File: config.mk
export PLATFORM = sky130hd
export DESIGN_NAME = periodic_timer_slot_table_core
export DESIGN_NICKNAME = d
export VERILOG_FILES = /design/src/hw/rtl/ptst_pkg.sv /design/src/hw/rtl/periodic_timer_slot_table_core.sv /design/src/hw/rtl/ptst_cell.sv
export SDC_FILE = /design/constraint.sdc
export NUM_CORES = 2
export LEC_CHECK = 0
export BUFFER_PORTS_ARGS = -buffer_cell sky130_fd_sc_hd__buf_2
export CELL_PAD_IN_SITES_DETAIL_PLACEMENT = 1
export CELL_PAD_IN_SITES_GLOBAL_PLACEMENT = 1
export CORE_ASPECT_RATIO = 1.5
export CORE_UTILIZATION = 45
export CTS_CLUSTER_SIZE = 16
export DETAILED_ROUTE_END_ITERATION = 10
export PLACE_DENSITY_LB_ADDON = 0.1
export SKIP_LAST_GASP = 1
export SYNTH_ARGS = -nofsm -noshare
export SYNTH_HDL_FRONTEND = slang
export SYNTH_SLANG_ARGS = --single-unit
File: constraint.sdc
create_clock -name clk_i -period 3.57 [get_ports clk_i]
set_clock_uncertainty 0.05 [all_clocks]
set_input_delay 0.1785 -clock clk_i [delete_from_list [all_inputs] [get_ports clk_i]]
set_output_delay 0.1785 -clock clk_i [all_outputs]
set_load 0.005 [all_outputs]
File: src/hw/rtl/ptst_pkg.sv
// Package for the periodic timer slot table: command and result codes,
// word structs and the chain word that travels from cell to cell.
// No dependencies.
package ptst_pkg;

  localparam int unsigned NUM_SLOTS   = 8;
  localparam int unsigned MAX_RESULTS = 8;
  localparam int unsigned FIRE_CNT_W  = $clog2(MAX_RESULTS + 1);

  typedef enum logic [1:0] {
    CMD_REGISTER = 2'd0,
    CMD_REMOVE   = 2'd1,
    CMD_TICK     = 2'd2,
    CMD_SCAN     = 2'd3
  } cmd_e;

  typedef enum logic [2:0] {
    KIND_REGISTERED = 3'd0,
    KIND_FULL       = 3'd1,
    KIND_DONE       = 3'd2,
    KIND_FIRED      = 3'd3,
    KIND_NONE       = 3'd4
  } kind_e;

  typedef struct packed {
    logic [1:0]  cmd;
    logic [15:0] period;
    logic [15:0] handler_tag;
    logic [7:0]  slot_id;
  } in_t;

  typedef struct packed {
    logic [2:0]  kind;
    logic [2:0]  slot_num;
    logic [15:0] fired_tag;
    logic        last;
  } out_t;

  // Command word as it walks the chain, with the result still held back.
  typedef struct packed {
    logic                  active;
    logic [1:0]            cmd;
    logic [15:0]           period;
    logic [15:0]           tag;
    logic [7:0]            slot_id;
    logic [FIRE_CNT_W-1:0] nfire;
    logic                  pend_vld;
    logic [2:0]            pend_slot;
    logic [15:0]           pend_tag;
  } chain_t;

  typedef struct packed {
    logic        vld;
    logic [2:0]  slot_num;
    logic [15:0] fired_tag;
  } emit_t;

endpackage

File: src/hw/rtl/periodic_timer_slot_table_core.sv
// Top level of the periodic timer slot table: entry register, chain of
// slot cells and the result register.
// Depends on ptst_pkg and ptst_cell.
//
// Usage: a command word enters on in_valid_i / in_stall_o / in_word_i
// (register, remove, tick, scan) and results leave on out_valid_o /
// out_stall_i / out_word_o. A word is taken at a rising edge where valid
// is high and stall is low, on either channel.
// The command word is caught in an entry register, then walks the row of
// NumSlots cells, one cell a cycle when not stalled; each cell holds one
// slot and acts on the word as it passes (claim, free, count, fire).
// Every command ends in exactly one result with last set. A scan gives one
// fired result per due slot in slot order, at most MAX_RESULTS of them;
// each fired result is held back one step so the final one can be marked.
// The final result is registered after the word has passed the entry
// register and every cell. One command is in flight at a time: a new
// command is taken only once the previous one has left the cell chain;
// in_stall_o is high while a command walks.
// A stalled output freezes the whole chain, so no result is lost.
// Reset clears all slots (valid, period, count) and the chain; slot tags
// are loaded on register and need no reset. No clearing pass is needed.
module periodic_timer_slot_table_core import ptst_pkg::*; #(
  parameter int unsigned NumSlots = NUM_SLOTS
) (
  input  logic clk_i,
  input  logic rst_ni,
  input  logic in_valid_i,
  output logic in_stall_o,
  input  in_t  in_word_i,
  output logic out_valid_o,
  input  logic out_stall_i,
  output out_t out_word_o
);

  chain_t head_q, head_d;
  chain_t chain_w [NumSlots+1];
  emit_t  emits   [NumSlots];
  emit_t  emit_any;
  chain_t tail;
  logic   en;
  logic   busy;
  logic   accept;
  logic   out_vld_q, out_vld_d;
  out_t   out_q, out_d;

  // Advance the chain only when the result register can take a word.
  assign en     = !out_vld_q || !out_stall_i;
  assign accept = in_valid_i && !in_stall_o;

  always_comb begin
    busy = head_q.active;
    for (int i = 1; i <= NumSlots; i++) begin
      busy = busy | chain_w[i].active;
    end
  end

  assign in_stall_o = busy;

  // Entry register: load a new command, drop it once cell 0 has it.
  always_comb begin
    head_d = head_q;
    if (accept) begin
      head_d             = '0;
      head_d.active      = 1'b1;
      head_d.cmd         = in_word_i.cmd;
      head_d.period      = in_word_i.period;
      head_d.tag         = in_word_i.handler_tag;
      head_d.slot_id     = in_word_i.slot_id;
    end else if (en) begin
      head_d.active = 1'b0;
    end
  end

  always_ff @(posedge clk_i or negedge rst_ni) begin
    if (!rst_ni) begin
      head_q <= '0;
    end else begin
      head_q <= head_d;
    end
  end

  assign chain_w[0] = head_q;

  for (genvar g = 0; g < NumSlots; g++) begin : g_cell
    ptst_cell #(
      .SlotIdx(g)
    ) u_cell (
      .clk_i  (clk_i),
      .rst_ni (rst_ni),
      .en_i   (en),
      .word_i (chain_w[g]),
      .word_o (chain_w[g+1]),
      .emit_o (emits[g])
    );
  end

  // Only the cell holding the live word can emit, so OR the lanes together.
  always_comb begin
    emit_any = '0;
    for (int i = 0; i < NumSlots; i++) begin
      emit_any = emit_any | emits[i];
    end
  end

  assign tail = chain_w[NumSlots];

  // Pick the next result: an early fired result, or the closing one.
  always_comb begin
    out_d     = '0;
    out_vld_d = 1'b0;
    if (emit_any.vld) begin
      out_vld_d        = 1'b1;
      out_d.kind       = KIND_FIRED;
      out_d.slot_num   = emit_any.slot_num;
      out_d.fired_tag  = emit_any.fired_tag;
      out_d.last       = 1'b0;
    end else if (tail.active) begin
      out_vld_d  = 1'b1;
      out_d.last = 1'b1;
      case (tail.cmd)
        CMD_REGISTER: begin
          if (tail.pend_vld) begin
            out_d.kind      = KIND_REGISTERED;
            out_d.slot_num  = tail.pend_slot;
            out_d.fired_tag = tail.pend_tag;
          end else begin
            out_d.kind = KIND_FULL;
          end
        end
        CMD_SCAN: begin
          if (tail.pend_vld) begin
            out_d.kind      = KIND_FIRED;
            out_d.slot_num  = tail.pend_slot;
            out_d.fired_tag = tail.pend_tag;
          end else begin
            out_d.kind = KIND_NONE;
          end
        end
        default: begin
          out_d.kind = KIND_DONE;
        end
      endcase
    end
  end

  always_ff @(posedge clk_i or negedge rst_ni) begin
    if (!rst_ni) begin
      out_vld_q <= 1'b0;
    end else if (en) begin
      out_vld_q <= out_vld_d;
    end
  end

  always_ff @(posedge clk_i) begin
    if (en && out_vld_d) begin
      out_q <= out_d;
    end
  end

  assign out_valid_o = out_vld_q;
  assign out_word_o  = out_q;

endmodule

File: src/hw/rtl/ptst_cell.sv
// One slot of the timer table: valid, period, count and tag, plus the
// register that hands the command word on to the next cell.
// Depends on ptst_pkg.
module ptst_cell import ptst_pkg::*; #(
  parameter int unsigned SlotIdx = 0
) (
  input  logic   clk_i,
  input  logic   rst_ni,
  input  logic   en_i,
  input  chain_t word_i,
  output chain_t word_o,
  output emit_t  emit_o
);

  logic        valid_q, valid_d;
  logic [15:0] period_q, period_d;
  logic [15:0] count_q, count_d;
  logic [15:0] tag_q;
  chain_t      word_q, word_d;
  logic        fire, claim, rm, tick;

  always_comb begin
    fire  = word_i.active && (word_i.cmd == CMD_SCAN) && valid_q &&
            (count_q >= period_q) &&
            (word_i.nfire < FIRE_CNT_W'(MAX_RESULTS));
    claim = word_i.active && (word_i.cmd == CMD_REGISTER) &&
            !word_i.pend_vld && !valid_q;
    rm    = word_i.active && (word_i.cmd == CMD_REMOVE) &&
            (word_i.slot_id == 8'(SlotIdx));
    tick  = word_i.active && (word_i.cmd == CMD_TICK);
  end

  // Next word: record a firing or a claim as the pending result.
  always_comb begin
    word_d = word_i;
    if (fire) begin
      word_d.nfire     = word_i.nfire + FIRE_CNT_W'(1);
      word_d.pend_vld  = 1'b1;
      word_d.pend_slot = 3'(SlotIdx);
      word_d.pend_tag  = tag_q;
    end else if (claim) begin
      word_d.pend_vld  = 1'b1;
      word_d.pend_slot = 3'(SlotIdx);
      word_d.pend_tag  = word_i.tag;
    end
  end

  // A new firing releases the one held before it, which is then not the last.
  always_comb begin
    emit_o.vld       = fire && word_i.pend_vld;
    emit_o.slot_num  = word_i.pend_slot;
    emit_o.fired_tag = word_i.pend_tag;
  end

  always_comb begin
    valid_d  = valid_q;
    period_d = period_q;
    count_d  = count_q;
    if (claim) begin
      valid_d  = 1'b1;
      period_d = word_i.period;
      count_d  = '0;
    end else if (rm) begin
      valid_d  = 1'b0;
      period_d = '0;
    end else if (fire) begin
      count_d  = '0;
    end else if (tick) begin
      count_d  = count_q + 16'd1;
    end
  end

  always_ff @(posedge clk_i or negedge rst_ni) begin
    if (!rst_ni) begin
      valid_q  <= 1'b0;
      period_q <= '0;
      count_q  <= '0;
      word_q   <= '0;
    end else if (en_i) begin
      valid_q  <= valid_d;
      period_q <= period_d;
      count_q  <= count_d;
      word_q   <= word_d;
    end
  end

  always_ff @(posedge clk_i) begin
    if (en_i && claim) begin
      tag_q <= word_i.tag;
    end
  end

  assign word_o = word_q;

endmodule

# After elaboration in Yosys (flattened, before gate mapping)
# Index checks and enable logic that the tools add are counted.
dict set report totals {
  register_bits 951
  elab_cells 452
}
dict set report classes {
  addsub 14
  order_cmp 15
  n_eq_ne 40
  muxes 98
  bitwise 15
  reduce_logical 159
}
# op count
set op_table {}
lappend op_table {{$mux 16} 48}
lappend op_table {{$mux 20} 17}
lappend op_table {{$add 16x1->16 const B} 8}
lappend op_table {{$ge 16x16->1} 8}
lappend op_table {{$or 20x20->20} 6}
lappend op_table {{$logic_and 1x1->1} 95}
lappend op_table {{$mux 19} 2}
lappend op_table {{$eq 2x2->1 const B} 17}
lappend op_table {{$eq 8x3->1 const B} 4}
lappend op_table {{$lt 4x4->1 const B} 7}
lappend op_table {{$add 4x1->4 const B} 6}
lappend op_table {{$mux 4} 6}
lappend op_table {{$reduce_and 3->1} 8}
lappend op_table {{$reduce_bool 3->1} 8}
lappend op_table {{$mux 1} 22}
lappend op_table {{$mux 22} 1}
lappend op_table {{$logic_not 1->1} 18}
lappend op_table {{$logic_not 2->1} 9}
lappend op_table {{$reduce_bool 2->1} 9}
lappend op_table {{$eq 2x1->1 const B} 8}
lappend op_table {{$eq 8x2->1 const B} 2}
lappend op_table {{$ne 2x1->1 const B} 8}
lappend op_table {{$reduce_and 2->1} 8}
lappend op_table {{$eq 8x1->1 const B} 1}
lappend op_table {{other kinds (7)} 15}

# Longest topological paths before layout
dict set report depth {
  depth_word 14
  ltp_mapped 11
  depth_no_buf 10
}

# Cells and area by module
# From an unflattened synthesis, not the netlist that was laid out.
dict set report hier_totals {
  hier_cells 4208
  hier_area_um2 47289.1
}
# module n_inst cells_each area_per_inst_um2
set modules_own_cells {}
lappend modules_own_cells {{ptst_cell at g_cell[5].u_cell ...} 2 492 5516.5}
lappend modules_own_cells {{ptst_cell at g_cell[1].u_cell ...} 2 499 5496.5}
lappend modules_own_cells {{ptst_cell at g_cell[0].u_cell} 1 489 5625.4}
lappend modules_own_cells {{ptst_cell at g_cell[7].u_cell} 1 524 5601.6}
lappend modules_own_cells {{ptst_cell at g_cell[3].u_cell} 1 491 5535.3}
lappend modules_own_cells {{ptst_cell at g_cell[4].u_cell} 1 500 5485.3}
lappend modules_own_cells {periodic_timer_slot_table_core 1 222 3015.4}

# Worst setup path after synthesis
# OpenSTA, ideal clock, no wires.
dict set report synth_timing {
  path_kind {reg-to-reg}
  startpoint {reg g_cell[3].u_cell.count_q[15]}
  endpoint {reg out_q (netlist bit out_word_o[0]) (enable)}
  t_arrival_ps 3320
  slack_ps -211
  path_stages_with_launch 10
  period_less_slack_ps 3781
  cell_sequence {dfrtp_1 -> ha_1 -> nand4_1 -> or4_4 -> o21ai_4 -> a32oi_1 -> and4_1 -> buf_2 -> buf_6 -> a21oi_1}
}
dict set report synth_between {
  elab_chain_len 11
}
# item line_no
set synth_rtl {}
lappend synth_rtl {{start: declaration} ptst_cell.sv:17} ;# logic [15:0] count_q, count_d;
lappend synth_rtl {{start signal: assignment} ptst_cell.sv:82} ;# count_q <= count_d;
lappend synth_rtl {{$ge 16x16->1} ptst_cell.sv:24} ;# (count_q >= period_q) &&
lappend synth_rtl {{$logic_and 1x1->1} ptst_cell.sv:23} ;# fire = word_i.active && (word_i.cmd == CMD_SCAN) && valid_q &&
lappend synth_rtl {{$logic_and 1x1->1} ptst_cell.sv:24}
lappend synth_rtl {{$logic_and 1x1->1} ptst_cell.sv:50} ;# emit_o.vld = fire && word_i.pend_vld;
lappend synth_rtl {{$or 20x20->20 (5 in series)} periodic_timer_slot_table_core.sv:101} ;# emit_any = emit_any | emits[i];
lappend synth_rtl {{$mux 1} periodic_timer_slot_table_core.sv:111} ;# if (emit_any.vld) begin
lappend synth_rtl {{$logic_and 1x1->1} periodic_timer_slot_table_core.sv:155} ;# if (en && out_vld_d) begin
lappend synth_rtl {{end signal: assignment} periodic_timer_slot_table_core.sv:156} ;# out_q <= out_d;
lappend synth_rtl {{end: declaration} periodic_timer_slot_table_core.sv:44} ;# out_t out_q, out_d;
# No other way between the ends.
# A chain may end at the register's enable or synchronous reset.

# Worst setup path after layout
dict set report layout_timing {
  startpoint {reg g_cell[2].u_cell.count_q[14]}
  endpoint {reg g_cell[2].u_cell.count_q[14]}
}
dict set report layout_between {
  elab_chain_len 6
  elab_cells_between_ends 10
}
# item line_no
set layout_rtl {}
lappend layout_rtl {{start: declaration} ptst_cell.sv:17}
lappend layout_rtl {{start signal: assignment} ptst_cell.sv:82}
lappend layout_rtl {{$ge 16x16->1} ptst_cell.sv:24}
lappend layout_rtl {{$logic_and 1x1->1} ptst_cell.sv:23}
lappend layout_rtl {{$logic_and 1x1->1} ptst_cell.sv:24}
lappend layout_rtl {{$mux 16} ptst_cell.sv:66} ;# end else if (fire) begin
lappend layout_rtl {{$mux 16} ptst_cell.sv:63} ;# end else if (rm) begin
lappend layout_rtl {{$mux 16} ptst_cell.sv:59} ;# if (claim) begin
# Parallel ways exist; a longest one is shown, timed or not. The select of a mux whose other input is x is not followed.

==> metrics.md <==
| Metric | Value |
|---|---|
| Synth Area in Compound Gates | `10.6%` |
| Largest net degree at the start of global routing | `~130` |
| Clock slew at reported path FFs | `0.06 ns` |
| WP data required | `between 4 and 5 ns` |
| Port Buffers | `70` |
| Synthesized area | `~42000 um^2` |
| CP top delay family | `simple AND/OR/NAND/NOR gates` |
| Min-Delay Path Class | `primary input to flop` |
| Number of flops mapped to enable cells by yosys | `roughly 150` |
| CP Class | `flop to flop` |
| Most common flop cell mapped by yosys | `dfrtp_1` |
| Syn Nets | `approximately 4500` |
| Crit path DAT | `3.88 ns` |
| Clock group share of total power | `between 20% and 30%` |
| Ys async rst share | `~84%` |
| Seq/Total Area, Yosys | `57.3%` |
| Initial Utilization | `45.3%` |
| Synth top area share | `between 40% and 50%` |
| DR pass1 iterations | `5` |
| Fin crit period | `3.33 ns` |
| TNS Setup | `0 ns` |
| Max stage delay on crit path | `approximately 0.48 ns` |
| Worst slew margin | `19.4%` |
| Period utilization | `a little over 90%` |
| Post-Synth XOR/XNOR Area | `less than 1%` |
| Crit-path cells | `ha_1, nand4_1, nor4_1, a32oi_1, buf_4, a21oi_4, buf_4, o31ai_2, buf_12, or4_1, a21oi_1` |
| Initial antenna violation count | `0` |
| Seq pwr share | `a little under half` |
| Post-Syn Instances | `approximately 4300` |
| Worst Setup Start Kind | `flop` |
| Critical path origin | `g_cell[2].u_cell.count_q[14]$_DFFE_PN0P_` |
| Fin nets | `between 4000 and 5000` |
| Number of cells on the critical path | `11` |
| Internal | `24400 uW` |
| Post-DP HPWL | `between 70000 and 80000 um` |
| Crit path max-delay cell type | `or4_1` |
| Worst path bufs/invs | `3` |
| Yosys reg bits | `around 940` |
| Die area | `94900 um^2` |
| Total GRT Usage | `about 24%` |
| Net Switching | `roughly 13000 uW` |
| Max Slew Vio Count | `0` |
| Count of cell types in the netlist | `~70` |
| Comb power frac | `24.5%` |
| Vias per cell | `between 5 and 6` |
| # rows | `~140` |
| Commonest cells in the synthesized netlist | `nand2_1 (1353), dfrtp_1 (784), o21ai_0 (257), nor2_1 (226), clkbuf_1 (178)` |
| Core area | `just over 90000 um^2` |
| Largest cells by area after synthesis | `dfrtp_1 (47%), nand2_1 (12%), edfxtp_1 (11%)` |
| Die H | `around 380 um` |
| H-Tree Depth | `3` |
| CP most frequent cell | `buf_4` |
| CTS tree | `done` |
| Total grt overflow | `0` |
| IO Pins | `71` |
| Layout cell share with drive strength beyond 1 | `approximately a tenth` |
| Hold Fails Final Rpt | `0` |
| Fmax | `300 MHz` |
| Hold path cells | `4` |
| P per Cell Area | `779 nW/um^2` |
| Clk root buf | `clkbuf_16` |
| Total vias in the final route | `roughly 31000` |
| Crit end category | `flop` |
| Vias in the first global route | `around 33000` |
| Die width | `between 200 and 300 um` |
| RePlAce Congestion | `around 0.84` |
| DRT iter0 DRCs | `about 1500` |
| Dpl ws | `0.319 ns` |
| Sw Share | `about a third` |
| Routed len/inst | `19.3 um` |
| First-pass GRT wire length | `approximately 180000 um` |
| Count leader, synth | `nand2_1` |
| Critical-path maximum fanout | `39` |
| Final wirelength | `approximately 110000 um` |
| Number of CTS-inserted buffers | `94` |
| Mux contribution to synthesized area | `roughly 4.3%` |
| Clk Latency, worst-skew pair | `between 0.6 and 0.7 ns` |
| Status | `complete, no violations` |
| Hold Startpoint | `out_stall_i` |
| VDD IR max | `about 510 uV` |
| Pleak | `around 0.022 uW` |
| Max cap viols | `0` |
| R2R cell count | `11` |
| Final ANT Viol Nets | `0` |
| Final WS setup | `between 0.2 and 0.25 ns` |
| Simple-Gate Fraction of Synth Area | `between 10% and 20%` |
| Syn_area_per_cell | `just under 10 um^2` |
| Largest family of logic cells by synthesized area | `simple AND/OR/NAND/NOR gates` |
| Max Buffers Root-to-Sink | `3` |
| Yosys warning total | `0` |
| Setup bufs post-CTS | `0` |
| ANT cells | `0` |
| RSZ-0062 raised after global routing | `false` |
| Area Overhead vs Synth | `14.0%` |
| Synth area leader | `dfrtp_1` |
| Worst Max-Slew Pin Slew | `about 1.2 ns` |
| TritonCTS Sinks | `just over 900` |
| Residual DRC count | `0` |
| RR Startpoint | `g_cell[2].u_cell.count_q[14]$_DFFE_PN0P_` |
| Adder-cell share of the synthesized area | `~4.2%` |
| Final Setup Violations | `0` |
[routing by layer]
layer	up-vias	track usage (%)	wire (um)
met5	-	0	0
met4	0	9.03	3740
met3	186	2.48	2410
met2	367	42.6	56600
met1	15300	30.3	47800
li1	14900	-	-
[cell type report]
type | instances | area [um^2]
clock inverters | 48 | 574
multi-input cells | 2989 | 16600
clock buffers | 127 | 2680
repair buffers | 214 | 1790
flip-flops and latches | 935 | 24200
inverters | 165 | 619
well taps | 1251 | 1570
fillers | 10300 | 44900
[cell families (layout without fill, tap and decap cells)]
logic type                 after synthesis  count (layout)
muxes                                  174             174
buffers and inverters                  378             554
AOI/OAI and AO/OA                      702             702
adders and majority gates              143             143
DFF                                    935             935
and+or+nand+nor                       1938            1938
xor gates and xnor gates                32              32
[layout by cell type, fill, tap and decap left out, drive strengths merged, types with 7 or more instances in the layout]
master       instances
a211oi              13
clkinv              31
a221oi              19
nand4               31
a21o                 8
or4                 28
nand3               74
dlygate4sd3         43
nand3b               7
mux2i              115
nand2             1353
nor3                25
and3                43
and2                15
or2                  7
dfrtp              784
bufinv              11
nor4                41
xor2                16
inv                167
mux2                59
o31ai               89
xnor2               16
ha                 143
nor3b                7
o21ai              260
nand2b              20
buf                171
edfxtp             151
a22o                85
or3                 28
a31oi               51
nor2               228
clkbuf             127
a21oi              124
and4                 9
o21a                 8
[path summary, 6_finish.rpt]
check	end	slack, ns
max	g_cell[2].u_cell.count_q[14]$_DFFE_PN0P_	0.24
min	g_cell[7].u_cell.valid_q$_DFFE_PN0P_	0.08
max reg2reg	g_cell[2].u_cell.count_q[14]$_DFFE_PN0P_	0.24
min reg2reg	g_cell[6].u_cell.word_o[55]$_DFFE_PN0P_	0.42
max in group asynchronous	g_cell[7].u_cell.count_q[6]$_DFFE_PN0P_	2.55
min in group asynchronous	g_cell[5].u_cell.word_o[55]$_DFFE_PN0P_	0.16
[what timing repair did]
item / in CTS / in global routing
hold endpoints to repair: 521 / 0
resized for setup: 0 / 0
hold buffers: 44 / 0
[power groups by stage]
stage	registers, uW	clock network [uW]	logic [uW]
2_1_floorplan	16600	0	6460
3_3_place_gp	17900	0	8820
3_5_place_dp	18100	0	9220
4_1_cts	17900	10700	9350
5_1_grt	18400	11000	10500
6_report	17900	10400	9170
[registers in the layout (all words and copies together), names as in the netlist]
register	flops
g_cell.u_cell.valid_q	8
out_valid_o	1
g_cell.u_cell.word_o	476
g_cell.u_cell.count_q	128
g_cell.u_cell.period_q	128
chain_w	43
g_cell.u_cell.tag_q	128
out_word_o	23
[metrics by stage]
step	hold slack [ns]	cell area (um^2)	instances	utilization, %	power (uW)
global route	0.0729	48000	5729	51.7	39900
finish	0.0805	48000	5729	51.7	37400
detailed placement	0.0886	44300	5510	47.7	27300
CTS	0.0304	48000	5729	51.7	37900
global placement	0.0924	44300	5510	47.7	26700
floorplan	-0.167	42100	4302	-	23100
[worst reg2reg max path, delay by kind of cell (launching register included)]
family | cells | cell delay [ns]
AND/OR/NAND/NOR | 3 | 0.96
buffers and inverters | 3 | 0.77
AO/OA/AOI/OAI | 4 | 0.71
flip-flops | 1 | 0.41
adder cells (fa/ha/maj) | 1 | 0.36
Power figures use the tool's default switching activity.
